<file path="src/rtl/lcq_pkg.sv">
`timescale 1ns / 1ps
// ----------------------------------------------------------------------------
// lcq_pkg
// Shared types and codes of the lap crossing qualifier: car states, entry
// layout, register indexes, operation and result codes.
// ----------------------------------------------------------------------------
package lcq_pkg;

  // Input operations
  localparam logic OP_DETECT = 1'b0;
  localparam logic OP_TICK   = 1'b1;

  // Result kinds
  localparam logic KIND_DETECT = 1'b0;
  localparam logic KIND_REPORT = 1'b1;

  // Configuration register indexes
  localparam logic [1:0] REG_MIN_LAP     = 2'd0;
  localparam logic [1:0] REG_MIN_CONFIRM = 2'd1;
  localparam logic [1:0] REG_FIRST_LAP   = 2'd2;

  // Register reset values
  localparam logic [31:0] MIN_LAP_RST     = 32'd2000;
  localparam logic [31:0] MIN_CONFIRM_RST = 32'd500;
  localparam logic        FIRST_LAP_RST   = 1'b1;

  // Per-car state codes (code 3 unused)
  localparam logic [1:0] CS_WAIT  = 2'd0;
  localparam logic [1:0] CS_CROSS = 2'd1;
  localparam logic [1:0] CS_CONF  = 2'd2;

  // Largest crossing span and most reports per tick
  localparam logic [15:0] SPAN_MAX     = 16'hFFFF;
  localparam int          REPORT_LIMIT = 16;
  localparam int          RPT_W        = $clog2(REPORT_LIMIT);

  // One car record as held in the state memory
  typedef struct packed {
    logic [1:0]  st;
    logic [31:0] ref_time;
    logic [15:0] span;
  } car_entry_t;

  localparam car_entry_t ENTRY_RST = '{st: CS_WAIT, ref_time: 32'd0, span: 16'd0};

endpackage

</file>
<file path="src/rtl/lap_crossing_qualifier_core.sv">
`timescale 1ns / 1ps
`default_nettype none
// ----------------------------------------------------------------------------
// lap_crossing_qualifier_core
// Qualifies tag detections per car as lap crossings; a status tick confirms
// old-enough crossings and reports confirmed cars, earliest midpoint first.
// ----------------------------------------------------------------------------
//  channel | direction | handshake          | payload
//  cfg     | in        | cfg_we             | cfg_addr, cfg_wdata
//  in      | in        | in_valid/in_ready  | operation, car_id, now_time
//  out     | out       | out_valid/out_ready| kind, new_lap, index, time, span, last
//
//  A detection does one memory read, then the update and result load.
//  A tick does one confirm sweep over the car memory, then one selection
//  sweep per reported car, as the car memory has a single read port.
//  Reset loads the configuration defaults and clears the car seen bits and
//  all control state. The block takes one item at a time; a full output
//  register stalls result loads and their memory writes, not the sweeps,
//  and in_ready is high whenever the block is idle.
// ----------------------------------------------------------------------------
module lap_crossing_qualifier_core #(
  parameter int NUM_CARS = 16
) (
  input  wire logic        clk,
  input  wire logic        rst_n,
  // configuration
  input  wire logic        cfg_we,
  input  wire logic [1:0]  cfg_addr,
  input  wire logic [31:0] cfg_wdata,
  // input channel
  input  wire logic        in_valid,
  output logic             in_ready,
  input  wire logic        in_operation,
  input  wire logic [7:0]  in_car_id,
  input  wire logic [31:0] in_now_time,
  // result channel
  output logic             out_valid,
  input  wire logic        out_ready,
  output logic             out_result_kind,
  output logic             out_new_lap,
  output logic [5:0]       out_car_index,
  output logic [31:0]      out_pass_time,
  output logic [15:0]      out_crossing_span,
  output logic             out_last
);

  localparam int IDX_W = (NUM_CARS > 1) ? $clog2(NUM_CARS) : 1;
  localparam int CNT_W = $clog2(NUM_CARS + 1);
  localparam logic [CNT_W-1:0] CNT_END = CNT_W'(NUM_CARS);

  // Sequencer states
  localparam logic [2:0] S_IDLE = 3'd0;
  localparam logic [2:0] S_DWR  = 3'd1;  // detection update
  localparam logic [2:0] S_CSWP = 3'd2;  // confirm sweep
  localparam logic [2:0] S_SSWP = 3'd3;  // select sweep
  localparam logic [2:0] S_EMIT = 3'd4;  // report selected car

  // --------------------------------------------------------------------------
  // Configuration registers
  // --------------------------------------------------------------------------
  logic [31:0] min_lap_r;
  logic [31:0] min_conf_r;
  logic        first_lap_r;

  always_ff @(posedge clk) begin
    if (!rst_n) begin
      min_lap_r   <= lcq_pkg::MIN_LAP_RST;
      min_conf_r  <= lcq_pkg::MIN_CONFIRM_RST;
      first_lap_r <= lcq_pkg::FIRST_LAP_RST;
    end else if (cfg_we) begin
      unique case (cfg_addr)
        lcq_pkg::REG_MIN_LAP:     min_lap_r   <= cfg_wdata;
        lcq_pkg::REG_MIN_CONFIRM: min_conf_r  <= cfg_wdata;
        lcq_pkg::REG_FIRST_LAP:   first_lap_r <= cfg_wdata[0];
        default: ;
      endcase
    end
  end

  // --------------------------------------------------------------------------
  // Declarations
  // --------------------------------------------------------------------------
  logic [2:0]          st_r, st_nxt;
  logic [CNT_W-1:0]    swp_r;
  logic                p1_v_r, p2_v_r;
  logic [IDX_W-1:0]    p1_idx_r, p2_idx_r;
  lcq_pkg::car_entry_t p2_ent_r;
  logic [31:0]         p2_mid_r;
  logic                best_v_r;
  logic [IDX_W-1:0]    best_idx_r;
  lcq_pkg::car_entry_t best_ent_r;
  logic [CNT_W-1:0]    cnt_r;
  logic [lcq_pkg::RPT_W-1:0] rpt_r;
  logic [7:0]          id_r;
  logic                id_ok_r;
  logic [31:0]         now_r;

  lcq_pkg::car_entry_t mem [NUM_CARS];
  logic [NUM_CARS-1:0] seen_r;
  lcq_pkg::car_entry_t rd_r;
  logic                rdv_r;
  logic [IDX_W-1:0]    rd_addr;
  logic                mem_we;
  logic [IDX_W-1:0]    mem_waddr;
  lcq_pkg::car_entry_t mem_wdata;
  lcq_pkg::car_entry_t cur;

  logic                out_valid_r;
  logic                out_free;
  logic                in_acc;
  logic                sweep_st;
  logic                iss;

  assign in_ready = (st_r == S_IDLE);
  assign in_acc   = in_valid && in_ready;
  assign out_free = !out_valid_r || out_ready;
  assign sweep_st = (st_r == S_CSWP) || (st_r == S_SSWP);
  assign iss      = sweep_st && (swp_r != CNT_END);

  // --------------------------------------------------------------------------
  // Car memory: one write port, one registered read port
  // --------------------------------------------------------------------------
  always_comb begin
    priority if (st_r == S_IDLE) begin
      rd_addr = in_car_id[IDX_W-1:0];
    end else if (sweep_st) begin
      rd_addr = swp_r[IDX_W-1:0];
    end else begin
      rd_addr = id_r[IDX_W-1:0];
    end
  end

  always_ff @(posedge clk) begin
    if (mem_we) begin
      mem[mem_waddr] <= mem_wdata;
    end
    rd_r  <= mem[rd_addr];
    rdv_r <= seen_r[rd_addr];
  end

  // seen bit doubles as entry valid: only a crossing start writes a new entry
  always_ff @(posedge clk) begin
    if (!rst_n) begin
      seen_r <= '0;
    end else if (mem_we) begin
      seen_r[mem_waddr] <= 1'b1;
    end
  end

  // never-written entries read as reset
  assign cur = rdv_r ? rd_r : lcq_pkg::ENTRY_RST;

  // --------------------------------------------------------------------------
  // Detection update
  // --------------------------------------------------------------------------
  logic [31:0]         due;
  logic [31:0]         delta;
  logic [16:0]         span_sum;
  logic                span_fits;
  logic                det_start;
  logic                det_we;
  lcq_pkg::car_entry_t det_wr;

  assign due       = cur.ref_time + min_lap_r;
  assign delta     = now_r - cur.ref_time;
  assign span_sum  = {1'b0, cur.span} + {1'b0, delta[15:0]};
  assign span_fits = (delta[31:16] == 16'd0) && !span_sum[16];

  always_comb begin
    det_start = 1'b0;
    det_we    = 1'b0;
    det_wr    = cur;
    if (id_ok_r) begin
      unique case (cur.st)
        lcq_pkg::CS_WAIT: begin
          det_start = (first_lap_r && !rdv_r) || (due <= now_r);
          det_we    = det_start;
          det_wr    = '{st: lcq_pkg::CS_CROSS, ref_time: now_r, span: 16'd0};
        end
        lcq_pkg::CS_CROSS: begin
          det_we          = (delta != 32'd0);
          det_wr.ref_time = now_r;
          if (span_fits) begin
            det_wr.span = span_sum[15:0];
          end
        end
        default: ;  // confirmed: left alone
      endcase
    end
  end

  // --------------------------------------------------------------------------
  // Confirm stage (second stage of the confirm sweep)
  // --------------------------------------------------------------------------
  logic                cnf_hit;
  lcq_pkg::car_entry_t cnf_wr;

  assign cnf_hit = p2_v_r && (p2_ent_r.st == lcq_pkg::CS_CROSS) &&
                   ((p2_mid_r + min_conf_r) <= now_r);
  always_comb begin
    cnf_wr.st       = lcq_pkg::CS_CONF;
    cnf_wr.ref_time = p2_mid_r;
    cnf_wr.span     = (p2_ent_r.span == 16'd0) ? 16'd1 : p2_ent_r.span;
  end

  // --------------------------------------------------------------------------
  // Write port select
  // --------------------------------------------------------------------------
  logic emit_last;

  assign emit_last = (cnt_r == CNT_W'(1)) ||
                     (rpt_r == lcq_pkg::RPT_W'(lcq_pkg::REPORT_LIMIT - 1));

  always_comb begin
    mem_we    = 1'b0;
    mem_waddr = id_r[IDX_W-1:0];
    mem_wdata = det_wr;
    unique case (st_r)
      S_DWR: begin
        mem_we = det_we && out_free;
      end
      S_CSWP: begin
        mem_we    = cnf_hit;
        mem_waddr = p2_idx_r;
        mem_wdata = cnf_wr;
      end
      S_EMIT: begin
        mem_we    = out_free;
        mem_waddr = best_idx_r;
        mem_wdata = '{st: lcq_pkg::CS_WAIT, ref_time: best_ent_r.ref_time,
                      span: best_ent_r.span};
      end
      default: ;
    endcase
  end

  // --------------------------------------------------------------------------
  // Sequencer
  // --------------------------------------------------------------------------
  logic cswp_done, sswp_done;

  assign cswp_done = (swp_r == CNT_END) && !p1_v_r && !p2_v_r;
  assign sswp_done = (swp_r == CNT_END) && !p1_v_r;

  always_comb begin
    st_nxt = st_r;
    unique case (st_r)
      S_IDLE: begin
        if (in_acc) begin
          st_nxt = (in_operation == lcq_pkg::OP_DETECT) ? S_DWR : S_CSWP;
        end
      end
      S_DWR: begin
        if (out_free) st_nxt = S_IDLE;
      end
      S_CSWP: begin
        if (cswp_done) st_nxt = S_SSWP;
      end
      S_SSWP: begin
        if (sswp_done) st_nxt = (cnt_r == '0) ? S_IDLE : S_EMIT;
      end
      S_EMIT: begin
        if (out_free) st_nxt = emit_last ? S_IDLE : S_SSWP;
      end
      default: st_nxt = S_IDLE;
    endcase
  end

  // control registers
  always_ff @(posedge clk) begin
    if (!rst_n) begin
      st_r     <= S_IDLE;
      swp_r    <= '0;
      p1_v_r   <= 1'b0;
      p2_v_r   <= 1'b0;
      best_v_r <= 1'b0;
      cnt_r    <= '0;
      rpt_r    <= '0;
    end else begin
      st_r   <= st_nxt;
      p1_v_r <= iss;
      p2_v_r <= p1_v_r && (st_r == S_CSWP);
      if (iss) begin
        swp_r <= swp_r + CNT_W'(1);
      end
      // fresh sweep state on entry to a sweep
      if ((st_r == S_IDLE) || (st_r == S_CSWP) || (st_r == S_EMIT)) begin
        if (st_nxt != st_r) begin
          swp_r    <= '0;
          best_v_r <= 1'b0;
          cnt_r    <= '0;
        end
      end
      if (in_acc) begin
        rpt_r <= '0;
      end
      // selection: count confirmed cars, keep earliest (lower index on ties)
      if ((st_r == S_SSWP) && p1_v_r && (cur.st == lcq_pkg::CS_CONF)) begin
        cnt_r <= cnt_r + CNT_W'(1);
        if (!best_v_r || (cur.ref_time < best_ent_r.ref_time)) begin
          best_v_r <= 1'b1;
        end
      end
      if ((st_r == S_EMIT) && out_free) begin
        rpt_r <= rpt_r + lcq_pkg::RPT_W'(1);
      end
    end
  end

  // datapath registers
  always_ff @(posedge clk) begin
    if (in_acc) begin
      id_r    <= in_car_id;
      id_ok_r <= (32'(in_car_id) < 32'(NUM_CARS));
      now_r   <= in_now_time;
    end
    p1_idx_r <= swp_r[IDX_W-1:0];
    p2_idx_r <= p1_idx_r;
    p2_ent_r <= cur;
    p2_mid_r <= cur.ref_time - {17'd0, cur.span[15:1]};
    if ((st_r == S_SSWP) && p1_v_r && (cur.st == lcq_pkg::CS_CONF) &&
        (!best_v_r || (cur.ref_time < best_ent_r.ref_time))) begin
      best_idx_r <= p1_idx_r;
      best_ent_r <= cur;
    end
  end

  // --------------------------------------------------------------------------
  // Output register
  // --------------------------------------------------------------------------
  logic load_det, load_rpt;

  assign load_det = (st_r == S_DWR) && out_free;
  assign load_rpt = (st_r == S_EMIT) && out_free;

  always_ff @(posedge clk) begin
    if (!rst_n) begin
      out_valid_r <= 1'b0;
    end else if (load_det || load_rpt) begin
      out_valid_r <= 1'b1;
    end else if (out_ready) begin
      out_valid_r <= 1'b0;
    end
  end

  always_ff @(posedge clk) begin
    if (load_det) begin
      out_result_kind   <= lcq_pkg::KIND_DETECT;
      out_new_lap       <= det_start;
      out_car_index     <= id_r[5:0];
      out_pass_time     <= 32'd0;
      out_crossing_span <= 16'd0;
      out_last          <= 1'b1;
    end else if (load_rpt) begin
      out_result_kind   <= lcq_pkg::KIND_REPORT;
      out_new_lap       <= 1'b0;
      out_car_index     <= 6'(best_idx_r);
      out_pass_time     <= best_ent_r.ref_time;
      out_crossing_span <= best_ent_r.span;
      out_last          <= emit_last;
    end
  end

  assign out_valid = out_valid_r;

  // --------------------------------------------------------------------------
  // Assertions
  // --------------------------------------------------------------------------
`ifndef ASSERT_OFF
  // no read of the car memory is in flight while a new item can enter
  a_idle_drained: assert property (@(posedge clk) disable iff (!rst_n)
    in_ready |-> (!p1_v_r && !p2_v_r))
    else $error("sweep pipeline busy while idle");

  // memory writes only from the update, confirm and report steps
  a_write_src: assert property (@(posedge clk) disable iff (!rst_n)
    mem_we |-> ((st_r == S_DWR) || (st_r == S_CSWP) || (st_r == S_EMIT)))
    else $error("car memory written outside an update step");

  // a report step always has a selected car
  a_emit_sel: assert property (@(posedge clk) disable iff (!rst_n)
    (st_r == S_EMIT) |-> (best_v_r && (cnt_r != '0)))
    else $error("report step without a selected car");

  // reported passages carry a nonzero span and no new-lap flag
  a_rpt_span: assert property (@(posedge clk) disable iff (!rst_n)
    (out_valid_r && (out_result_kind == lcq_pkg::KIND_REPORT)) |->
      ((out_crossing_span != 16'd0) && !out_new_lap))
    else $error("report with zero span");

  // a detection result is always the final beat of its item
  a_det_last: assert property (@(posedge clk) disable iff (!rst_n)
    $past(load_det) |-> (out_valid_r && out_last))
    else $error("detection result not marked last");
`endif

endmodule
`default_nettype wire

</file>
<file path="config.mk">
export PLATFORM = sky130hd
export DESIGN_NAME = lap_crossing_qualifier_core
export DESIGN_NICKNAME = d
export VERILOG_FILES = /design/src/rtl/lcq_pkg.sv /design/src/rtl/lap_crossing_qualifier_core.sv
export SDC_FILE = /design/constraint.sdc
export NUM_CORES = 2
export LEC_CHECK = 0
export BUFFER_PORTS_ARGS = -buffer_cell sky130_fd_sc_hd__clkbuf_2
export CAP_MARGIN = 20
export CORE_AREA = 2 2 450 452
export DETAILED_ROUTE_END_ITERATION = 8
export DIE_AREA = 0 0 452 454
export SKIP_CTS_REPAIR_TIMING = 1
export SYNTH_ARGS = -nofsm -noshare
export SYNTH_HDL_FRONTEND = slang
export SYNTH_SLANG_ARGS = --single-unit
</file>
<file path="constraint.sdc">
create_clock -name clk -period 7.79 [get_ports clk]
set_input_delay 2.337 -clock clk [delete_from_list [all_inputs] [get_ports clk]]
set_output_delay 2.337 -clock clk [all_outputs]
set_load 0.05 [all_outputs]
</file>
==> reports/metrics.cfg <==
[status]
status=completed

[critical_path]
worstSetupPathType=flop to flop
cp.required_ns=8.13
critPathArrivalTime_ns=7.82
endpoint_kind=flop
crit_fanout=35
startpoint=rd_r[17]
cp_top_family=compound AO/OA/AOI/OAI gates
path_buf_inv=2
crit_path_start_kind=flop
crit_slowest_cell=o41ai_2
cp_slowest_stage_delay_ns=0.58
r2r-start=rd_r[17]

[logic_synthesis]
synth_cells=3770
netlist_area_sq_um=51900
ys_async_sr_fraction_pct=0
avgSynthCellArea_sq_um=13.77
yosys-top-cells-area=edfxtp_1 52%, dfxtp_1 10%, mux4_2 8.9%
synth.distinct_cells=91
synth_fp_nets=4063
ys_seq_elements=1159
ys_seq_area_share_pct=62.02
yosysTopAreaCell=edfxtp_1
synth_edf_count=898
synth_top_cell_area_share_pct=51.96
synth_warnings=0
synthFlopType=edfxtp_1

[job]
drv_cap=0

[sta]
final.period_utilization_pct=95.98
setup_viol=0
fmax_mhz=133.7
hold_viol_final=0
tightest_slew_ns=1.111
max-slew-margin-rel_pct=25.34
skew_ns=0.04919
min_period_ns=7.477
drv_slew=0
holdWs_ns=0.3469

[cells_and_area]
final_cells=6738
layout.nets=4265
final_cell_mix=898 x edfxtp_1, 325 x nand2_1, 272 x a21oi_1, 260 x dfxtp_1, 210 x ha_1
drive_gt1_share_pct=17.32
layout_commonest_cell=edfxtp_1
area_growth_syn_to_layout_pct=16.14
fill_cells=19990

[power]
powerDensity_nw_per_um2=261.9
p_int_mw=11.23
swShare_pct=28.87
power_frac_comb_pct=19.8
clkPwrFrac_pct=34.4
p_seq_share_pct=45.8
power_leakage_nw=21.38
peakVddDrop_mv=0.1947
power_switching_mw=4.558

[global_route]
track_usage_pct=14.27
antenna_found_initial=3
grt_pass1_wl_microns=218400
grt-ovfl-total=0
grt_max_degree=73
grt_pass1_vias=32390

[routing]
vias_per_cell=4.834
wirelength_microns=149900
drc_errors=0
vias=32570
antenna_left=0
drt-wirelength-per-cell_microns=22.25
drt_first_pass_iters=6
drt_iter0_drc=2818

[placed_design]
gp_congestion=0.9268
dp.cells=6528
port_buffers=138
dp_hpwl_microns=109200

[die]
io_pins=139
die_w_microns=452
dieArea_sq_um=205200
die_h_microns=454
core-area_sq_um=200900
start_util_pct=25.84
rows=165

[clock_network]
cts-root-buf=clkbuf_16
cts_made_buffers=113
cts.path.max_buffers=3
cts_max_level=3
cts_tree=yes
insertion_delay_ns=0.74
cts_num_sinks=1159
clkTransAtPathRegs_ns=0.06

[worst_hold_path]
hold_class=flop to flop
hold_start=p1_idx_r[0]

==> metrics by stage <==
| step | power [mW] | setup TNS, ns | setup slack, ns | instance area (sq um) | utilization (%) |
|---|---|---|---|---|---|
| floorplan | 9.380 | -37.50 | -0.06330 | 51950 | - |
| global placement | 10.42 | 0 | 0.08112 | 56600 | 28.18 |
| detailed placement | 10.46 | 0 | 0.04295 | 56610 | 28.18 |
| CTS | 15.90 | -0.3985 | -0.02609 | 60260 | 30.00 |
| global route | 16.45 | -1.535 | -0.06260 | 60280 | 30.01 |
| finish | 15.79 | 0 | 0.3132 | 60280 | 30.01 |
==> power by group through the flow <==
stage	Combinational (mW)	Clock, mW	Sequential [mW]
2_1_floorplan	2.14	0	7.24
6_report	3.13	5.43	7.23
3_3_place_gp	3.07	0	7.35
3_5_place_dp	3.10	0	7.35
5_1_grt	3.43	5.79	7.24
4_1_cts	3.12	5.56	7.22
==> synthesized netlist by cell type, types with 31 or more instances <==
master,number
o21ai_0,152
a21oi_1,273
a211oi_1,65
a21o_1,66
mux2i_1,55
xor2_1,43
edfxtp_1,898
buf_1,37
nand2_1,325
clkbuf_1,119
nand2b_1,31
nor2b_1,84
nor3_1,42
xnor2_1,81
a22oi_1,52
nand4_1,43
nand3_1,52
dfxtp_1,261
nor2_1,158
ha_1,210
mux4_2,204
inv_1,164
==> flip-flops by register name, summed over array words and instances (netlist names), 4 cells and up <==
name,count
mem,800
rd_r,50
best_ent_r,48
min_conf_r,32
min_lap_r,32
now_r,32
out_pass_time,32
p2_mid_r,32
p2_ent_r,18
out_crossing_span,16
seen_r,16
id_r,6
out_car_index,6
cnt_r,5
swp_r,5
best_idx_r,4
p1_idx_r,4
p2_idx_r,4
rpt_r,4
==> routing by layer <==
layer | up-vias | GRT usage (%) | share of wire (%)
li1 | 14880 | - | -
met1 | 16520 | 19.24 | 44
met2 | 991 | 23.54 | 48
met3 | 188 | 1.823 | 5.1
met4 | 0 | 5.059 | 3.2
met5 | - | 0 | 0
==> final cells by class <==
class	instances	area, sq um	share of cell area [%]
diodes	1	2.502	0.004152
well taps	2672	3343	5.547
clock inverters	61	585.6	0.9715
flip-flops and latches	1159	32190	53.41
inverters	166	623.1	1.034
clock buffers	147	3059	5.075
repair buffers	254	1828	3.033
multi-input cells	2278	18640	30.93
==> cells by family (layout without fill, tap and decap cells) <==
logic type | count (synthesis) | count (layout) | share of synthesized area [%]
AO/OA/AOI/OAI | 834 | 834 | 10.48
XOR/XNOR | 124 | 124 | 2.093
adder cells (fa/ha/maj) | 218 | 218 | 5.275
buffers and inverters | 334 | 628 | 2.502
flip-flops | 1159 | 1159 | 62.02
multiplexers | 259 | 259 | 9.913
other | 0 | 1 | 0
AND/OR/NAND/NOR | 842 | 843 | 7.714
==> worst reg2reg max path: stages, from the launching register on <==
cell      delay, ns
dfxtp_1        0.54
nand2_1        0.24
xnor2_1        0.18
ha_1           0.21
a31oi_1        0.24
a211o_1        0.26
a21o_1         0.14
a31oi_1        0.06
o41ai_1        0.48
a21oi_1        0.21
o41ai_2        0.58
o21ai_0        0.31
nand2_1        0.21
o21a_1         0.17
o211ai_1       0.12
xor2_1         0.16
ha_1           0.30
nand4_1        0.16
nor4_1         0.39
a32oi_1        0.18
o21ai_0        0.15
nand3_1        0.15
nand4_1        0.19
buf_4          0.23
a31oi_2        0.18
nor2_4         0.54
buf_6          0.45
==> worst paths after layout <==
kind	endpoint	slack (ns)	cells after the start
worst max register to register	mem[3][37]	0.31	26
worst min register to register	p2_idx_r[0]	0.35	0
worst max-delay path	mem[3][37]	0.31	26
worst min-delay path	p2_idx_r[0]	0.35	0
Note: power is estimated with default switching activity, not from simulation.
